==> src/hw/rtl/dq_pkg.sv <==
// ----------------------------------------------------------------------------
// dq_pkg
// Shared types and constants for the double-ended queue.
// ----------------------------------------------------------------------------
package dq_pkg;

	localparam int unsigned DEPTH_DEF = 512;
	localparam int unsigned ITEM_W    = 32;
	localparam int unsigned COUNT_W   = 10;

	typedef enum logic [1:0] {
		OP_PUSH_FRONT = 2'd0,
		OP_PUSH_BACK  = 2'd1,
		OP_POP_FRONT  = 2'd2,
		OP_POP_BACK   = 2'd3
	} op_t;

	typedef enum logic [1:0] {
		ST_DONE  = 2'd0,
		ST_FULL  = 2'd1,
		ST_EMPTY = 2'd2
	} status_t;

	typedef enum logic [1:0] {
		S_IDLE = 2'd0,
		S_EXEC = 2'd1,
		S_LOAD = 2'd2
	} state_t;

	// commands from the controller to the datapath
	typedef struct packed {
		logic capture;
		logic execute;
		logic load;
	} cmd_t;

endpackage

==> src/hw/rtl/dq_ctrl.sv <==
// ----------------------------------------------------------------------------
// dq_ctrl
// Sequencer: takes a word, runs the operation, loads the result register.
// ----------------------------------------------------------------------------
module dq_ctrl import dq_pkg::*; (
	input  logic clk,
	input  logic arst_n,
	input  logic in_valid,
	output logic in_ready,
	output logic out_valid,
	input  logic out_ready,
	output cmd_t cmd
);

	state_t state_q;
	state_t state_d;
	logic   out_valid_q;
	logic   load_ok;

	// result register free now or emptied this cycle
	assign load_ok = !out_valid_q || out_ready;

	always_comb begin
		state_d = state_q;
		case (state_q)
			S_IDLE: begin
				if (in_valid) state_d = S_EXEC;
			end
			S_EXEC: state_d = S_LOAD;
			S_LOAD: begin
				if (load_ok) state_d = S_IDLE;
			end
			default: state_d = S_IDLE;
		endcase
	end

	always_comb begin
		cmd      = '0;
		in_ready = 1'b0;
		case (state_q)
			S_IDLE: begin
				in_ready    = 1'b1;
				cmd.capture = in_valid;
			end
			S_EXEC: cmd.execute = 1'b1;
			S_LOAD: cmd.load = load_ok;
			default: cmd = '0;
		endcase
	end

	always_ff @(posedge clk or negedge arst_n) begin
		if (!arst_n) begin
			state_q     <= S_IDLE;
			out_valid_q <= 1'b0;
		end else begin
			state_q <= state_d;
			if (cmd.load) out_valid_q <= 1'b1;
			else if (out_ready) out_valid_q <= 1'b0;
		end
	end

	assign out_valid = out_valid_q;

endmodule

==> config.mk <==
export PLATFORM = sky130hd
export DESIGN_NAME = dq_ctrl
export DESIGN_NICKNAME = d
export VERILOG_FILES = /design/src/hw/rtl/dq_pkg.sv /design/src/hw/rtl/dq_ctrl.sv
export SDC_FILE = /design/constraint.sdc
export NUM_CORES = 1
export LEC_CHECK = 0
export ABC_CLOCK_PERIOD_IN_PS = 1400
export BUFFER_PORTS_ARGS = -buffer_cell sky130_fd_sc_hd__buf_2
export CORE_AREA = 10 10 47 49
export CTS_CLUSTER_SIZE = 28
export DETAILED_ROUTE_END_ITERATION = 10
export DIE_AREA = 0 0 57 59
export GPL_ROUTABILITY_DRIVEN = 0
export GPL_TIMING_DRIVEN = 0
export PLACE_DENSITY_LB_ADDON = 0.12
export SETUP_SLACK_MARGIN = 0.3
export SLEW_MARGIN = 15
export SYNTH_ARGS = -nofsm -noshare
export SYNTH_HDL_FRONTEND = slang
export SYNTH_SLANG_ARGS = --single-unit
==> constraint.sdc <==
create_clock -name clk -period 1.4 [get_ports clk]
set_clock_uncertainty 0.05 [all_clocks]
set_input_delay 0.14 -clock clk [delete_from_list [all_inputs] [get_ports clk]]
set_output_delay 0.14 -clock clk [all_outputs]
set_load 0.03 [all_outputs]
* Yosys cells after proc, flatten, opt, wreduce, memory -nomap -nowiden *
Cells that the tools add are included.

operators by class
  add/sub/neg operators = 0
  multiply operators = 0
  div/mod/pow operators = 0
  magnitude comparators = 0
  equality and inequality tests = 4
  shift-type cells = 0
  multiplexer cells = 9
  bitwise logic cells = 0
  reductions and logical operators = 5

operators by type and width
  cell                                                                   count
  1-bit two-way mux                                                      6
  2-bit one-hot mux with 3 select lines                                  1
  2-bit two-way mux                                                      2
  2-bit != test, second input constant                                   2
  2-bit by 1-bit equality test with 1-bit output, second input constant  1
  2-bit equality test, second input constant                             1
  2-bit logical NOT                                                      1
  2-bit AND reduction                                                    1
  2-bit nonzero test                                                     1
  1-bit logical NOT                                                      1
  1-bit logical OR                                                       1

storage, ports and cells
  register bits = 3
  bits in latches = 0
  memory bits (writable) = 0
  ROM bits = 0
  memories = 0

* Longest topological paths before layout *
  depth in word-level cells = 4
  depth in mapped cells = 2
  depth with buffers taken out = 2

* Worst setup path before layout *
OpenSTA, ideal clock, no wires.

  kind = flip-flop to output port
  start = reg out_valid_q (netlist: out_valid)
  end = out cmd[0] in the netlist's numbering
  data arrival time = 1,088 ps
  data required time = 1,210 ps
  path slack = 122 ps
  cell stages (with the launch flop) = 3
  buffers on the path = 0
  cell sequence = dfrtp_1 > nand2b_1 > nor2b_1

RTL lines
  element                   line           RTL
  start: declaration        dq_ctrl.sv:17  logic out_valid_q;
  start signal: assignment  dq_ctrl.sv:54  out_valid_q <= 1'b0;
  start signal: assignment  dq_ctrl.sv:57  if (cmd.load) out_valid_q <= 1'b1;
  start signal: assignment  dq_ctrl.sv:58  else if (out_ready) out_valid_q <= 1'b0;
  end: declaration          dq_ctrl.sv:12  output cmd_t cmd

==> summary.txt <==
Critical path
  – Crit path kind: reg -> out
  – Endpoint type of the worst setup path: primary output
  – WP data required: 1.21 ns
  – Number of cells on the worst reg-to-reg path: 3
  – Slowest-stage cell, CP: dfrtp_1
  – Setup slack, reg-to-reg: 0.45 ns
  – Critical path cell sequence: nand2b_4 -> nor2b_2 -> buf_6
  – Worst reg2reg path startpoint: state_q[0]
  – CP bufs+invs: 1
  – Crit path max-delay family: flip-flops
  – Crit start category: flop
  – CP max stage delay: around 0.41 ns
  – Crit path DAT: approximately 1.1 ns
  – Maximum fanout along the worst path: 3
  – Crit Reg-Reg Endpoint: state_q[1]

Drt
  – WL final: between 400 and 500 um
  – Vias per std cell: between 3 and 4
  – Via count: 144
  – # DRC: 0
  – Detailed Route Iter0 Violations: 3
  – Wire per inst: 10.98 um
  – TritonRoute pass-1 iters: 2
  – Antenna Nets Post-Route: 0

Yosys
  – Cells after Synth: 12
  – Syn_nets: 16
  – FF+latch count, synth: 3
  – Syn avg cell area: 11.05 um2
  – Synth Warn #: 0
  – Post-synthesis sequential area ratio: 0.5660
  – Distinct cell type count after synthesis: 8
  – Post-Syn Area: between 100 and 150 um2

Final layout
  – Inserted Diodes: 0
  – Most frequent cells in the layout: 4 x buf_2, 3 x clkbuf_4, 3 x buf_6, 3 x buf_4
  – NumNets Final: 32
  – Commonest non-fill, non-tap cell in the layout: buf_2
  – Ratio of cells with drive above 1 in the final layout: 0.7037
  – Final Non-Filler Cells: 43
  – Area grow syn2layout: 114.2%

Place
  – Worst slack, placed: between 0.3 and 0.4 ns
  – I/O Buffers: 8
  – Cell count after placement: 36

Power and ir drop
  – VDD IR max: between 700 and 800 uV
  – P_leak: around 0.14 nW
  – Power density cells: roughly 2200 nW/um2

Timing
  – Slew margin rel.: 0.8997
  – Fmax: ~0.80 GHz
  – Max Slew Vio Count: 0
  – Setup Viol. Count Final: 0
  – Crit share post-route: 0.8903
  – Setup tns final: 0 ns
  – Fin crit period: between 1 and 1.5 ns
  – Slew @ Worst Pin: 0.1504 ns
  – Final WS setup: about 0.15 ns
  – Hold Fails Final Rpt: 0
  – Unrepaired setup endpoints after global routing: true

Global route
  – First-pass GRT wire length: 731 um
  – Gr ovfl total: 0
  – Pin count of the biggest net entering global routing: 4
  – Vias in the first global route: between 150 and 200
  – Antenna violations before repair: 0
  – Total GRT Usage: 0.03374

Floorplanning
  – Top Ports: 9
  – Starting Density: 0.09464
  – Die height: 59 um
  – Core area: about 1400 um2
  – # rows: 14
  – DIE AREA: approximately 3400 um2
  – Width of the die: around 57 um

Min path
  – WHS Path Cells: 2
  – Hold_sp: in_valid
  – Worst hold endpoint: state_q[0]
  – Worst hold path class: in -> reg

Clocking
  – H-tree depth: 1
  – CTS tree: built
  – Root Buffer: clkbuf_4
  – CTS max path bufs: 2
  – CTS Sinks: 3
  – Worst skew pair latency: 0.24 ns
  – Reg clk slew, reported paths: roughly 0.040 ns
  – Total CTS buffers: 3

Job
  – Maximum capacitance violations: 0

Outcome
  – Status: complete, no violations
## Yosys cell counts
cell      instances  area [um2]
nor2b_1           1       6.260
and2_1            2       12.51
nand2_1           1       3.750
nor2_2            1       6.260
dfrtp_1           3       75.07
nor2b_2           1       8.760
o21bai_1          1       7.510
nand2b_1          2       12.51
## flip-flops by register name (all words and copies together), names as in the netlist
register and count:
out_valid 1, state_q 2
## worst reg2reg max path: cells and delay by family, from the launching register on
family | cells | cell delay [ns]
compound gates | 1 | 0.12
simple gates | 1 | 0.16
flops | 1 | 0.41
buf+inv | 1 | 0.13
## area by class of cell
class / count / area [um2]
repair buffers: 11 / 86.33
clock buffers: 4 / 26.28
flip-flops and latches: 3 / 76.32
fillers: 168 / 1117
multi-input cells: 9 / 75.07
well taps: 16 / 20.02
## per-layer routing
metal / up-vias / track usage / routed length (um) / share of wire
li1: 68 / - / - / -
met1: 62 / 0.02619 / 181 / 0.38
met2: 12 / 0.03566 / 176 / 0.37
met3: 2 / 0.04506 / 92 / 0.19
met4: 0 / 0.04027 / 22 / 0.047
met5: - / 0 / 0 / 0
## worst max path at each step
stage,startpoint,to,slack (ns),depth (start not counted)
after global placement,state_q[0],cmd[0],0.31,3
after global routing,state_q[1],cmd[2],0.10,3
final,state_q[0],cmd[0],0.15,3
after floorplan,out_valid,cmd[0],0.27,2
after CTS,state_q[0],cmd[0],0.14,3
after detailed placement,state_q[0],cmd[0],0.30,3
## cell families (layout without fill, tap and decap cells)
family	count (synthesis)	after routing	synth area share
AND/OR/NAND/NOR	8	8	0.3774
flip-flops	3	3	0.5660
AO/OA/AOI/OAI	1	1	0.05662
buffers and inverters	0	15	0
## per-stage QoR
step,total power [W],hold slack (ns),utilization,cell area [um2]
after floorplan,0.0003001,-0.2056,-,141.4
after global placement,0.0003647,-0.1111,0.1438,201.4
after detailed placement,0.0003675,-0.1103,0.1438,201.4
after CTS,0.0006031,0.08074,0.1946,272.8
after global routing,0.0006585,0.08024,0.2027,284.0
final,0.0006128,0.08362,0.2027,284.0
## power breakdown
part | leakage [nW] | switching (W) | total, W | internal (W)
clock | 0.0150 | 0.0000524 | 0.000160 | 0.000107
sequential | 0.0371 | 0.0000315 | 0.000148 | 0.000117
combinational | 0.0858 | 0.000161 | 0.000305 | 0.000144
## repair_timing
| item | in CTS | in global routing |
|---|---|---|
| hold buffers | 1 | 0 |
| pin swaps | 2 | 0 |
| gates resized for setup | 9 | 1 |
| setup endpoints to repair | 4 | 4 |
| endpoints found under the hold margin | 3 | 0 |
| buffers inserted | 1 | 1 |
| cloned | 0 | 0 |
Power figures use the tool's default switching activity.
